==> src/hdl/zpp_pkg.sv <==
`timescale 1ns / 1ps

package zpp_pkg;

  // default phase resolution in bits
  localparam int PHASE_BITS_DEF = 24;

  // one square-root cell per result bit of the 32-bit radius
  localparam int SQ_CELLS = 32;

  // polynomial steps of the quarter-wave sine
  localparam int HORNER_STEPS = 4;
  localparam int HORNER_DIV [HORNER_STEPS] = '{72, 42, 20, 6};

  localparam logic [30:0] HALF_PI_Q30 = 31'd1686629713;
  localparam logic [30:0] ONE_Q30     = 31'h4000_0000;

  // register indexes on the configuration port
  localparam logic [1:0] REG_CHIRP    = 2'd0;
  localparam logic [1:0] REG_SIZE     = 2'd1;
  localparam logic [1:0] REG_FREQ     = 2'd2;
  localparam logic [1:0] REG_UNMAPPED = 2'd3;

  // beat moving through the square-root chain
  typedef struct packed {
    logic        vld;
    logic        mode;
    logic [31:0] r2;
    logic [31:0] nrest;
    logic [35:0] rem;
    logic [31:0] root;
  } zpp_sq_t;

  // sideband moving along the sine cells
  typedef struct packed {
    logic        vld;
    logic [1:0]  quad;
    logic [31:0] t2;
    logic [30:0] t;
  } zpp_side_t;

endpackage

==> src/hdl/zpp_horner_cell.sv <==
`timescale 1ns / 1ps

module zpp_horner_cell #(
  parameter int DIV  = 72,
  parameter bit LAST = 1'b0
) (
  input  logic               clk,
  input  logic               rst_n,
  input  zpp_pkg::zpp_side_t side_i,
  input  logic [31:0]        v_i,
  output zpp_pkg::zpp_side_t side_o,
  output logic [31:0]        v_o
);
  import zpp_pkg::*;

  localparam logic [31:0] RECIP = 32'((64'd1 << 34) / DIV);
  localparam logic [35:0] DIV_W = 36'(DIV);

  zpp_side_t   s0_r, s1_r, s2_r;
  logic [31:0] v0_r;
  logic [29:0] q0_nxt, q0_r;
  logic [63:0] rprod;
  logic [35:0] rem;
  logic [29:0] q;
  logic [30:0] h_nxt, h_r;
  logic [31:0] m;
  logic [62:0] prod;
  logic [31:0] v2_nxt, v2_r;

  // estimate the quotient by reciprocal
  always_comb begin
    rprod  = 64'(v_i) * 64'(RECIP);
    q0_nxt = rprod[63:34];
  end

  // correct the estimate by one and form h
  always_comb begin
    rem   = 36'(v0_r) - 36'(q0_r) * DIV_W;
    q     = q0_r + 30'(rem >= DIV_W);
    h_nxt = ONE_Q30 - 31'(q);
  end

  // scale h by t2, or by t in the last step
  always_comb begin
    m      = LAST ? {1'b0, s1_r.t} : s1_r.t2;
    prod   = 63'(m) * 63'(h_r);
    v2_nxt = prod[61:30];
  end

  always_ff @(posedge clk) begin
    s0_r  <= side_i;
    v0_r  <= v_i;
    q0_r  <= q0_nxt;
    s1_r  <= s0_r;
    h_r   <= h_nxt;
    s2_r  <= s1_r;
    v2_r  <= v2_nxt;
    if (!rst_n) begin
      s0_r.vld <= 1'b0;
      s1_r.vld <= 1'b0;
      s2_r.vld <= 1'b0;
    end
  end

  assign side_o = s2_r;
  assign v_o    = v2_r;

endmodule
==> config.mk <==
export PLATFORM = sky130hd
export DESIGN_NAME = zpp_horner_cell
export DESIGN_NICKNAME = d
export VERILOG_FILES = /design/src/hdl/zpp_pkg.sv /design/src/hdl/zpp_horner_cell.sv
export SDC_FILE = /design/constraint.sdc
export NUM_CORES = 2
export LEC_CHECK = 0
export ABC_AREA = 0
export BUFFER_PORTS_ARGS = -buffer_cell sky130_fd_sc_hd__buf_4
export CORE_MARGIN = 2
export CORE_UTILIZATION = 36
export CTS_BUF_LIST = sky130_fd_sc_hd__clkbuf_2 sky130_fd_sc_hd__clkbuf_4 sky130_fd_sc_hd__clkbuf_8
export DETAILED_ROUTE_END_ITERATION = 10
export PLACE_DENSITY = 0.49
export SYNTH_ARGS = -nofsm -noshare
export SYNTH_HDL_FRONTEND = slang
export SYNTH_SLANG_ARGS = --single-unit
==> constraint.sdc <==
create_clock -name clk -period 23.3 [get_ports clk]
set_input_delay 1.165 -clock clk [delete_from_list [all_inputs] [get_ports clk]]
set_output_delay 1.165 -clock clk [all_outputs]
set_load 0.01 [all_outputs]
==> results_tabular.tex <==
\begin{tabular}{lr}
\hline
Metric & Value \\
\hline
\multicolumn{2}{l}{\textbf{STA}} \\
Max Slew Vio Count & 0 \\
Max Clk Rate & around 110 MHz \\
Final hold violations & 0 \\
Total Negative Setup Slacks & 0 ns \\
Slew headroom & 0.396 \\
Minimum period implied by the final worst setup slack & approximately 9 ns \\
Number of endpoints failing setup at the final stage & 0 \\
Final period utilization & 0.393 \\
Worst-case clock skew & about 0.025 ns \\
RSZ-0062 raised after global routing & no \\
Slew at the pin closest to its max-slew limit & 0.907 ns \\
\multicolumn{2}{l}{\textbf{Finish}} \\
Layout Utilization & 0.398 \\
Share of layout cells above drive strength 1 & 0.0716 \\
Post-layout nets & 7,328 \\
Layout-stage area growth over the synthesis result & 9.95\% \\
\multicolumn{2}{l}{\textbf{Clocking}} \\
Number of buffers on the longest clock path & 3 \\
Htree depth & 2 \\
Clock tree root buffer cell & clkbuf\_8 \\
Clock-pin slew on the worst setup and hold paths & approximately 0.06 ns \\
CTS tree & done \\
Setup repair bufs after CTS & 0 \\
CTS resizes & 0 \\
Number of clock sinks & 316 \\
Number of buffers created by CTS & 59 \\
Worst skew pair latency & 0.74 ns \\
Hold Buf Count CTS & 0 \\
\multicolumn{2}{l}{\textbf{Yosys}} \\
Most frequent cell after synthesis & inv\_1 \\
Post-Synthesis Cells & 5,398 \\
Largest family of logic cells by synthesized area & adder cells \\
Synth warn & 0 \\
Total nets after synthesis & a little over 7,000 \\
Area share of xor/xnor cells in the synthesized design & 0.0186 \\
Area fraction of the dominant cell type after synthesis & 0.434 \\
Asr flop ratio synth & 0 \\
Avg Inst Size Synth & 9.49 µm² \\
Number of distinct library cell variants in the gate-level netlist after synthesis & 69 \\
Top post-synthesis cells by area & fa\_1 43\%, ha\_1 15\%, dfxtp\_1 12\%, inv\_1 9.9\%, nand2\_1 6.5\% \\
Netlist area before placement & 0.0512 mm² \\
Share of the synthesized area in compound gates (AO/OA/AOI/OAI) & 0.0503 \\
Most used DFF post-synth & dfxtp\_1 \\
Number of storage elements in the synthesis netlist & 316 \\
Multiplexer fraction of the synthesized cell area & 0.00142 \\
Post-synth EDFFs & 0 \\
Synth top cells by count & 1,357 x inv\_1, 1,112 x fa\_1, 885 x nand2\_1 \\
Library cell with the largest summed area after synthesis & fa\_1 \\
Simple logic cell fraction of the synthesized area & 0.112 \\
Portion of the post-synthesis area used by sequential elements & 0.123 \\
Adder-cell share of the synthesized area & 0.580 \\
\multicolumn{2}{l}{\textbf{Critical path}} \\
Crit path max-delay family & compound AO/OA/AOI/OAI gates \\
Required @ worst endpoint & 23.90 ns \\
Cell with the most instances on the worst path & ha\_1 \\
Worst Reg2Reg Path Length in Cells & 40 \\
Sort of element at the start of the critical path & flop \\
Crit path arrival time & 9.77 ns \\
CP Buf/Inv Count & 1 \\
Critical-path cell with the highest stage delay & or4\_1 \\
R2R Path Start & q0\_r[4] \\
Worst setup slack for register-to-register paths & 14.13 ns \\
Crit path max fanout & 6 \\
Largest stage delay, worst path & 0.50 ns \\
Reg2Reg Capture Point & h\_r[25] \\
Type of the worst setup path & reg -> reg \\
Type of element capturing the critical path & flop \\
\multicolumn{2}{l}{\textbf{Route}} \\
Number of vias after detailed routing & 35,700 \\
Length of the first detailed-routing pass in iterations & 5 \\
Count of antenna-violating nets left after detailed routing & 0 \\
DR DRC count & 0 \\
Via/cell ratio & 4.78 \\
Detail-routed net length per standard cell & 19.6 µm \\
1st-iter DRT viols & 1,752 \\
Post-detailed-routing wire length & 146 mm \\
\multicolumn{2}{l}{\textbf{Global route}} \\
Global-route wire length before repair & between 200 and 250 mm \\
Global-route total usage across every layer & 0.208 \\
Vias in the first global route & $\sim$40,000 \\
Number of antenna violations at the first check in global routing & 2 \\
Pin count of the biggest net entering global routing & 33 \\
Residual overflow from global routing & 0 \\
\multicolumn{2}{l}{\textbf{Floorplanning}} \\
I/O pin count & 198 \\
X dimension of the die & 381 µm \\
CORE AREA & roughly 0.14 mm² \\
Die footprint & 0.145 mm² \\
Site Rows & between 100 and 150 \\
Vertical extent of the die & 381 µm \\
Initial core utilization & 0.362 \\
\multicolumn{2}{l}{\textbf{Placed design}} \\
Number of port buffers & $\sim$200 \\
Detailed placement HPWL & between 100 and 150 mm \\
Global placement routability congestion & between 0.8 and 0.9 \\
\multicolumn{2}{l}{\textbf{Outcome}} \\
Result of the run & complete, no violations \\
\multicolumn{2}{l}{\textbf{Min path}} \\
Worst min-delay path category & reg -> reg \\
End point of the most critical hold path & side\_o[2] \\
Worst hold path depth & 0 \\
Min-delay src & s1\_r[2] \\
\multicolumn{2}{l}{\textbf{Run}} \\
Max-capacitance violation count & 0 \\
\hline
\end{tabular}
[cell families (layout without fill, tap and decap cells)]
logic type / count (synthesis) / after routing
fa+ha+maj: 1707 / 1707
buf+inv: 1556 / 1728
simple gates: 1307 / 1307
compound gates: 396 / 396
flops: 316 / 316
xor+xnor: 109 / 109
mux: 7 / 7
other cells: 0 / 6
[sequential cells by signal, summed over array words and instances (netlist names)]
name    count
s0_r       66
v_o        32
side_o     66
s1_r       34
v0_r       29
q0_r       26
h_r        31
m          32
[layout make-up]
cell class | count | area [µm²]
Clock inverter | 33 | 512
Inverter | 1358 | 5100
Multi-Input combinational cell | 3526 | 39100
Tap cell | 1890 | 2360
Sequential cell | 316 | 6330
Timing Repair Buffer | 260 | 1950
Antenna cell | 6 | 15.0
Fill cell | 14300 | 85100
Clock buffer | 77 | 997
[worst reg2reg max path: cells and delay by family, from the launching register on]
family / cells / cell delay [ns]
DFF: 1 / 0.39
AOI/OAI and AO/OA: 26 / 5.07
and+or+nand+nor: 5 / 1.44
adders and majority gates: 7 / 1.93
xor gates and xnor gates: 1 / 0.15
buffers and inverters: 1 / 0.05
[layer usage]
metal / GRT usage / share of wire / up-vias
li1: - / - / 16300
met1: 0.262 / 0.42 / 18500
met2: 0.382 / 0.52 / 740
met3: 0.0175 / 0.040 / 184
met4: 0.0523 / 0.025 / 0
met5: 0 / 0 / -
[per-stage QoR]
step / hold slack, ns / cell area, µm² / cells / worst slack, ns
after global routing: 0.321 / 56300 / 7462 / 13.38
final: 0.317 / 56300 / 7466 / 14.13
after global placement: 0.310 / 54800 / 7350 / 14.15
after detailed placement: 0.312 / 54800 / 7350 / 14.01
after floorplan: 0.310 / 51200 / 5398 / 15.36
after CTS: 0.315 / 56300 / 7460 / 14.00
[cells in the final DEF (no fill, tap or decap), types with 69 or more instances in the layout]
cell / instances
inv_1: 1357
fa_1: 1112
nand2_1: 885
ha_1: 595
dfxtp_1: 310
buf_4: 260
and2_1: 192
a21oi_1: 123
xnor2_1: 75
nor2_1: 69
[worst max-delay path by stage]
stage                 start  slack, ns      end  depth (start not counted)
global route        q0_r[4]      13.38  h_r[25]                         40
finish              q0_r[4]      14.13  h_r[25]                         40
floorplan           q0_r[1]      15.36  h_r[25]                         40
CTS                 q0_r[4]      14.00  h_r[25]                         40
global placement    q0_r[4]      14.15  h_r[25]                         40
detailed placement  q0_r[4]      14.01  h_r[25]                         40
Power is not shown: default switching activity piles up to over one toggle a cycle in this logic, so the estimate is an artifact.
