==> config.mk <==
export PLATFORM = sky130hd
export DESIGN_NAME = zpp_sqrt_cell
export DESIGN_NICKNAME = d
export VERILOG_FILES = /design/src/hdl/zpp_pkg.sv /design/src/hdl/zpp_sqrt_cell.sv
export SDC_FILE = /design/constraint.sdc
export NUM_CORES = 1
export LEC_CHECK = 0
export BUFFER_PORTS_ARGS = -buffer_cell sky130_fd_sc_hd__buf_2
export CAP_MARGIN = 10
export CELL_PAD_IN_SITES_DETAIL_PLACEMENT = 0
export CELL_PAD_IN_SITES_GLOBAL_PLACEMENT = 1
export CORE_MARGIN = 5
export CORE_UTILIZATION = 35
export CTS_BUF_LIST = sky130_fd_sc_hd__clkbuf_8 sky130_fd_sc_hd__clkbuf_16
export CTS_CLUSTER_SIZE = 40
export DETAILED_ROUTE_END_ITERATION = 7
export PLACE_DENSITY = 0.92
export RECOVER_POWER = 25
export SYNTH_ARGS = -nofsm -noshare
export SYNTH_HDL_FRONTEND = slang
export SYNTH_SLANG_ARGS = --single-unit
==> constraint.sdc <==
create_clock -name clk -period 6.1 [get_ports clk]
set_clock_uncertainty 0.2 [all_clocks]
set_input_delay 1.22 -clock clk [delete_from_list [all_inputs] [get_ports clk]]
set_output_delay 1.22 -clock clk [all_outputs]
set_load 0.02 [all_outputs]
==> src/hdl/zpp_pkg.sv <==
`timescale 1ns / 1ps

package zpp_pkg;

  // default phase resolution in bits
  localparam int PHASE_BITS_DEF = 24;

  // one square-root cell per result bit of the 32-bit radius
  localparam int SQ_CELLS = 32;

  // polynomial steps of the quarter-wave sine
  localparam int HORNER_STEPS = 4;
  localparam int HORNER_DIV [HORNER_STEPS] = '{72, 42, 20, 6};

  localparam logic [30:0] HALF_PI_Q30 = 31'd1686629713;
  localparam logic [30:0] ONE_Q30     = 31'h4000_0000;

  // register indexes on the configuration port
  localparam logic [1:0] REG_CHIRP    = 2'd0;
  localparam logic [1:0] REG_SIZE     = 2'd1;
  localparam logic [1:0] REG_FREQ     = 2'd2;
  localparam logic [1:0] REG_UNMAPPED = 2'd3;

  // beat moving through the square-root chain
  typedef struct packed {
    logic        vld;
    logic        mode;
    logic [31:0] r2;
    logic [31:0] nrest;
    logic [35:0] rem;
    logic [31:0] root;
  } zpp_sq_t;

  // sideband moving along the sine cells
  typedef struct packed {
    logic        vld;
    logic [1:0]  quad;
    logic [31:0] t2;
    logic [30:0] t;
  } zpp_side_t;

endpackage

==> src/hdl/zpp_sqrt_cell.sv <==
`timescale 1ns / 1ps

module zpp_sqrt_cell (
  input  logic             clk,
  input  logic             rst_n,
  input  zpp_pkg::zpp_sq_t cell_i,
  output zpp_pkg::zpp_sq_t cell_o
);
  import zpp_pkg::*;

  logic [35:0] trial;
  logic [35:0] tst;
  logic        fit;
  zpp_sq_t     cell_nxt;
  zpp_sq_t     cell_r;

  // bring down two radicand bits and try one more root bit
  always_comb begin
    trial = {cell_i.rem[33:0], cell_i.nrest[31:30]};
    tst   = {2'b00, cell_i.root, 2'b01};
    fit   = (trial >= tst);
    cell_nxt       = cell_i;
    cell_nxt.nrest = {cell_i.nrest[29:0], 2'b00};
    cell_nxt.rem   = fit ? (trial - tst) : trial;
    cell_nxt.root  = {cell_i.root[30:0], fit};
  end

  // hand the beat to the next cell
  always_ff @(posedge clk) begin
    cell_r <= cell_nxt;
    if (!rst_n) begin
      cell_r.vld <= 1'b0;
    end
  end

  assign cell_o = cell_r;

endmodule

==> flow_metrics.tcl, run 1 <==
set metrics [dict create \
    numCtsBuffers 17 \
    via_per_inst 4.65 \
    p_sw_share_pct 29.1 \
    nets 976 \
    min_period_over_period_pct 64.3 \
    status "completed" \
    p_total_mw 2.57 \
    hold_buffers 0 \
    synth-async-reset-ratio_pct 0 \
    drtIter0Drc 146 \
    synth.distinct_cells 58 \
    cts_resized 0 \
    tns_ns 0 \
    final_util_pct 49.9 \
    holdWs_ns 0.705 \
    min_to "cell_o[70]" \
    wl_per_cell_um 15.8 \
    row_count 44 \
    min_path_cells 1 \
    cp.arrival_ns 4.06 \
    totalWireLength_um 15800 \
    wl_met1_um 6320 \
    cp-start-kind "input pin" \
    clkPwrFrac_pct 41.3 \
    grt_max_degree 69 \
    htree_levels 4 \
    netlist_instances 545 \
    intPower_mw 1.82 \
    path_common_cell "nand4_1" \
    io_pins 270 \
    largest_reg_flops 132 \
    synthToLayoutAreaGrowth_pct 38.9 \
    critPathCaptureType "flop" \
    worstMarginPinSlew_ns 1.15 \
    drtPass1Iterations 4 \
    cap_viol_max_count 0 \
    grt_usage_pct 17.6 \
    cts_buffer_depth 2 \
    start_util_pct 36.0 \
    hold_path_class "in2reg" \
    gp_congestion 0.838 \
    antenna_left 0 \
    p_leak_nw 3.57 \
    power_frac_comb_pct 20.8 \
    wl_met3_um 1110 \
    first_global_vias 4646 \
    min_from "cell_i[68]" \
    cpLargestDelayFamily "simple AND/OR/NAND/NOR gates" \
    p_sw_uw 746 \
    clkTransAtPathRegs_ns 0.06 \
    drc 0 \
    die_w_um 132 \
    grt_pass1_wl_um 24700 \
    layout-drive-gt1-share_pct 38.5 \
    dp.final_hpwl_um 12900 \
    coreArea_um2 14600 \
    ys.flop_type "dfxtp_1" \
    post_synth.cell_area_avg_um2 9.62 \
    slew_viol_final 0 \
    cp_cell_sequence "buf_2 -> inv_1 -> ha_1 -> nand4_1 -> nor4_4 -> nand4_1 -> o211a_1 -> nand4_2 -> nand2_2 -> nor3_4 -> xor2_1" \
    power_frac_seq_pct 37.8 \
    peakVddDrop_mv 0.183 \
    synth_seq_cells 132 \
    die_h_um 132 \
    hold_viol 0 \
    portBuffers 265 \
    max_stage_delay_ns 0.64 \
    slowest_stage "nand2_2" \
    overflow 0 \
    period_needed_ns 3.92 \
    synth_edf_count 0 \
    startpoint "cell_i[24]" \
    fmax_mhz 255 \
    top_layer_used "met5" \
    fp.dieArea_um2 17500 \
    met2_length_um 8180 \
    setup_viol 0 \
    power_density_nw_per_um2 352 \
    cts_setup_buffers 0 \
    synthesis.area_um2 5250 \
    vias 4660 \
    required_ns 6.24 \
    mostFrequentLayoutCells "buf_2 (265), dfxtp_1 (132), nand2_1 (63)" \
    clock-sinks 132 \
    path_class "in2reg" \
    rsz0062_at_grt "false" \
    final_common_cell "buf_2" \
    antenna_found_initial 2 \
    yosysWarningCount 0 \
    cts_tree "done" \
    slew_headroom_pct 23.3 \
    ys_seq_area_share_pct 50.4 \
    cp_max_fo 68 \
    path_buf_inv 2 \
    cts_root_buffer "clkbuf_16" \
]
power groups by stage:
stage	clock, mW	sequential (mW)	combinational (mW)
after floorplan	0	1.11	0.229
after detailed placement	0	0.989	0.539
after global placement	0	0.987	0.536
after CTS	1.08	0.971	0.542
final	1.06	0.971	0.534
after global routing	1.12	0.980	0.584
cell type report:
class	count	area (um2)
Inverter	43	161
Sequential cell	132	2640
Clock buffer	19	453
Clock inverter	12	171
Timing Repair Buffer	265	1330
Tap cell	184	230
Antenna cell	1	2.50
Multi-Input combinational cell	347	2300
Fill cell	1373	7310
synth_stat cells, drive strengths merged, types with 7 or more instances:
library cell | n | area share, %
ha | 34 | 8.1
nor2 | 16 | 1.1
a21oi | 36 | 3.5
nand3 | 7 | 0.76
buf | 18 | 2.4
xnor2 | 17 | 2.8
xor2 | 15 | 2.5
nor3 | 13 | 1.6
o21ai | 58 | 5.5
a21o | 7 | 1.0
nand2 | 66 | 4.9
nand4 | 14 | 1.9
dfxtp | 132 | 50
inv | 43 | 3.1
cells by family (layout without fill, tap and decap cells):
| family | Yosys count | in the layout | synth area share [%] |
|---|---|---|---|
| simple gates | 137 | 137 | 13.2 |
| buf+inv | 67 | 339 | 5.92 |
| flops | 132 | 132 | 50.4 |
| other cells | 1 | 3 | 0.0715 |
| fa+ha+maj | 34 | 34 | 8.11 |
| mux | 1 | 1 | 0.215 |
| xor+xnor | 32 | 32 | 5.34 |
| compound gates | 141 | 141 | 16.7 |
per-layer routing:
layer | up-vias | global-route usage (%)
met5 | - | 0
met3 | 19 | 6.80
met2 | 153 | 31.6
li1 | 2391 | -
met1 | 2095 | 19.3
met4 | 2 | 4.98
metrics by stage:
stage / cells / cell area [um2] / worst slack, ns
final: 1003 / 7280 / 2.18
after global routing: 1003 / 7280 / 1.88
after CTS: 1002 / 7280 / 2.12
after detailed placement: 971 / 6660 / 1.70
after global placement: 971 / 6660 / 1.70
after floorplan: 546 / 5250 / 2.70
worst max-delay path by stage:
stage,slack [ns],end,cells after the start
4_1_cts,2.12,cell_o[66],11
3_3_place_gp,1.70,cell_o[66],11
5_1_grt,1.88,cell_o[66],11
6_report,2.18,cell_o[66],11
2_1_floorplan,2.70,cell_o[67],11
3_5_place_dp,1.70,cell_o[66],11
(Power assumes the default switching activity.)
==> run 2, diff against run 1 <==
--- a/config.mk
+++ b/config.mk
@@ -10,11 +10,11 @@
 export CELL_PAD_IN_SITES_DETAIL_PLACEMENT = 0
 export CELL_PAD_IN_SITES_GLOBAL_PLACEMENT = 1
 export CORE_MARGIN = 5
-export CORE_UTILIZATION = 35
+export CORE_UTILIZATION = 33
 export CTS_BUF_LIST = sky130_fd_sc_hd__clkbuf_8 sky130_fd_sc_hd__clkbuf_16
 export CTS_CLUSTER_SIZE = 40
 export DETAILED_ROUTE_END_ITERATION = 7
-export PLACE_DENSITY = 0.92
+export PLACE_DENSITY = 0.88
 export RECOVER_POWER = 25
 export SYNTH_ARGS = -nofsm -noshare
 export SYNTH_HDL_FRONTEND = slang
==> constraint.sdc (replaced) <==
create_clock -name clk -period 3.9 [get_ports clk]
set_clock_uncertainty 0.2 [all_clocks]
set_input_delay 0.78 -clock clk [delete_from_list [all_inputs] [get_ports clk]]
set_output_delay 0.78 -clock clk [all_outputs]
set_load 0.02 [all_outputs]
==> run 2 against run 1 <==
Via count grew 1.0%; cell count grew 4.0%; critical path depth grew 1; combinational power grew 59%; sequential cell count is the same; non-clock buffer count grew 7; setup slack lost 1.3 ns; clock power grew 45%; hold slack lost 0.45 ns; largest cell class unchanged; largest power group unchanged.
==> flow_metrics.tcl, run 2 (same netlist as run 1, synthesis figures left out) <==
set metrics [dict create \
    largest_reg_flops 132 \
    hold_path_class "in2reg" \
    row_count 46 \
    peakVddDrop_mv 0.283 \
    portBuffers 265 \
    mostFrequentLayoutCells "buf_2 (262), dfxtp_1 (132), nand2_1 (63)" \
    period_needed_ns 2.99 \
    clkTransAtPathRegs_ns 0.06 \
    holdWs_ns 0.253 \
    final_cell_area_um2 7320 \
    path_buf_inv 3 \
    instances_no_fill 1043 \
    cts_setup_buffers 0 \
    start_util_pct 33.4 \
    cap_viol_max_count 0 \
    numCtsBuffers 17 \
    cp.arrival_ns 3.15 \
    gp_congestion 0.844 \
    drtPass1Iterations 4 \
    layout-drive-gt1-share_pct 38.6 \
    cts_tree "done" \
    grt_max_degree 19 \
    dp.cells 1010 \
    slowest_stage "ha_1" \
    p_leak_nw 3.57 \
    slew_headroom_pct 59.6 \
    first_global_vias 4794 \
    hold_buffers 0 \
    via_per_inst 4.51 \
    wl_per_cell_um 15.1 \
    power_frac_comb_pct 21.7 \
    drc 0 \
    clock-sinks 132 \
    overflow 0 \
    die_w_um 136 \
    slew_viol_final 0 \
    worstMarginPinSlew_ns 0.590 \
    cpLargestDelayFamily "simple AND/OR/NAND/NOR gates" \
    intPower_mw 2.70 \
    htree_levels 4 \
    hold_viol 0 \
    fp.dieArea_um2 18500 \
    placed_area_um2 6750 \
    fmax_mhz 334 \
    cts_root_buffer "clkbuf_16" \
    die_h_um 136 \
    antenna_left 0 \
    tns_ns 0 \
    cp_cell_sequence "buf_2 -> inv_1 -> ha_1 -> nand4_1 -> nor4_4 -> nand4_1 -> o211a_1 -> nand4_2 -> nand2_2 -> buf_4 -> nor3_4 -> xor2_1" \
    path_class "in2reg" \
    setup_viol 0 \
    critPathCaptureType "flop" \
    status "completed" \
    drtIter0Drc 219 \
    p_sw_share_pct 30.9 \
    coreArea_um2 15700 \
    required_ns 4.06 \
    min_period_over_period_pct 76.7 \
    path_common_cell "nand4_1" \
    io_pins 270 \
    rsz0062_at_grt "false" \
    power_density_nw_per_um2 533 \
    vias 4707 \
    cp-start-kind "input pin" \
    max_stage_delay_ns 0.46 \
    synthToLayoutAreaGrowth_pct 39.5 \
    clkPwrFrac_pct 39.3 \
    final_common_cell "buf_2" \
    nets 983 \
    cts_buffer_depth 2 \
    cts_resized 0 \
    p_sw_mw 1.21 \
    antenna_found_initial 0 \
    dp.final_hpwl_um 12800 \
    grt_pass1_wl_um 23500 \
    grt_usage_pct 16.4 \
    totalWireLength_um 15800 \
    cp_max_fo 17 \
    power_frac_seq_pct 38.9 \
]
-- run 2: cell types whose count changed in the layout (fill, tap and decap cells not counted), sizes merged --
cell | previous run | this run
clkbuf | 19 | 20
bufinv | 3 | 1
clkinv | 5 | 2
buf | 265 | 269
clkinvlp | 0 | 3
inv | 47 | 52
-- run 2: worst paths after layout --
path                        start          end  slack, ns  cells after the start
worst max-delay path   cell_i[18]   cell_o[66]       0.91                     12
worst min-delay path  cell_i[109]  cell_o[109]       0.25                      1
-- run 2: per-layer routing --
| metal | share of wire (%) | global-route usage, % | wire length [um] | vias to the layer above |
|---|---|---|---|---|
| li1 | - | - | - | 2407 |
| met3 | 9.1 | 5.92 | 1440 | 13 |
| met2 | 51 | 29.3 | 8050 | 169 |
| met4 | 1.0 | 5.71 | 163 | 0 |
| met5 | 0 | 0 | 0 | - |
| met1 | 39 | 17.8 | 6130 | 2118 |
-- run 2: power by group through the flow --
stage	Combinational, mW	Clock (mW)	Sequential [mW]
CTS	0.857	1.57	1.52
finish	0.847	1.54	1.52
global route	0.924	1.64	1.53
global placement	0.848	0	1.54
floorplan	0.358	0	1.74
detailed placement	0.852	0	1.55
-- run 2: cell type report --
class	instances	area, um2
antenna	1	2.50
clock buffer	17	425
clock inverter	15	145
fill	1538	8390
inverter	43	161
multi-input combinational	347	2300
sequential	132	2640
tap	216	270
timing repair buffer	272	1380
-- run 2: through the flow --
step / utilization (%) / setup slack, ns / power, mW
after global placement: 43.0 / 0.418 / 2.39
final: 46.6 / 0.907 / 3.90
after CTS: 46.6 / 0.865 / 3.95
after global routing: 46.6 / 0.720 / 4.09
after detailed placement: 43.0 / 0.422 / 2.40
after floorplan: - / 0.939 / 2.10
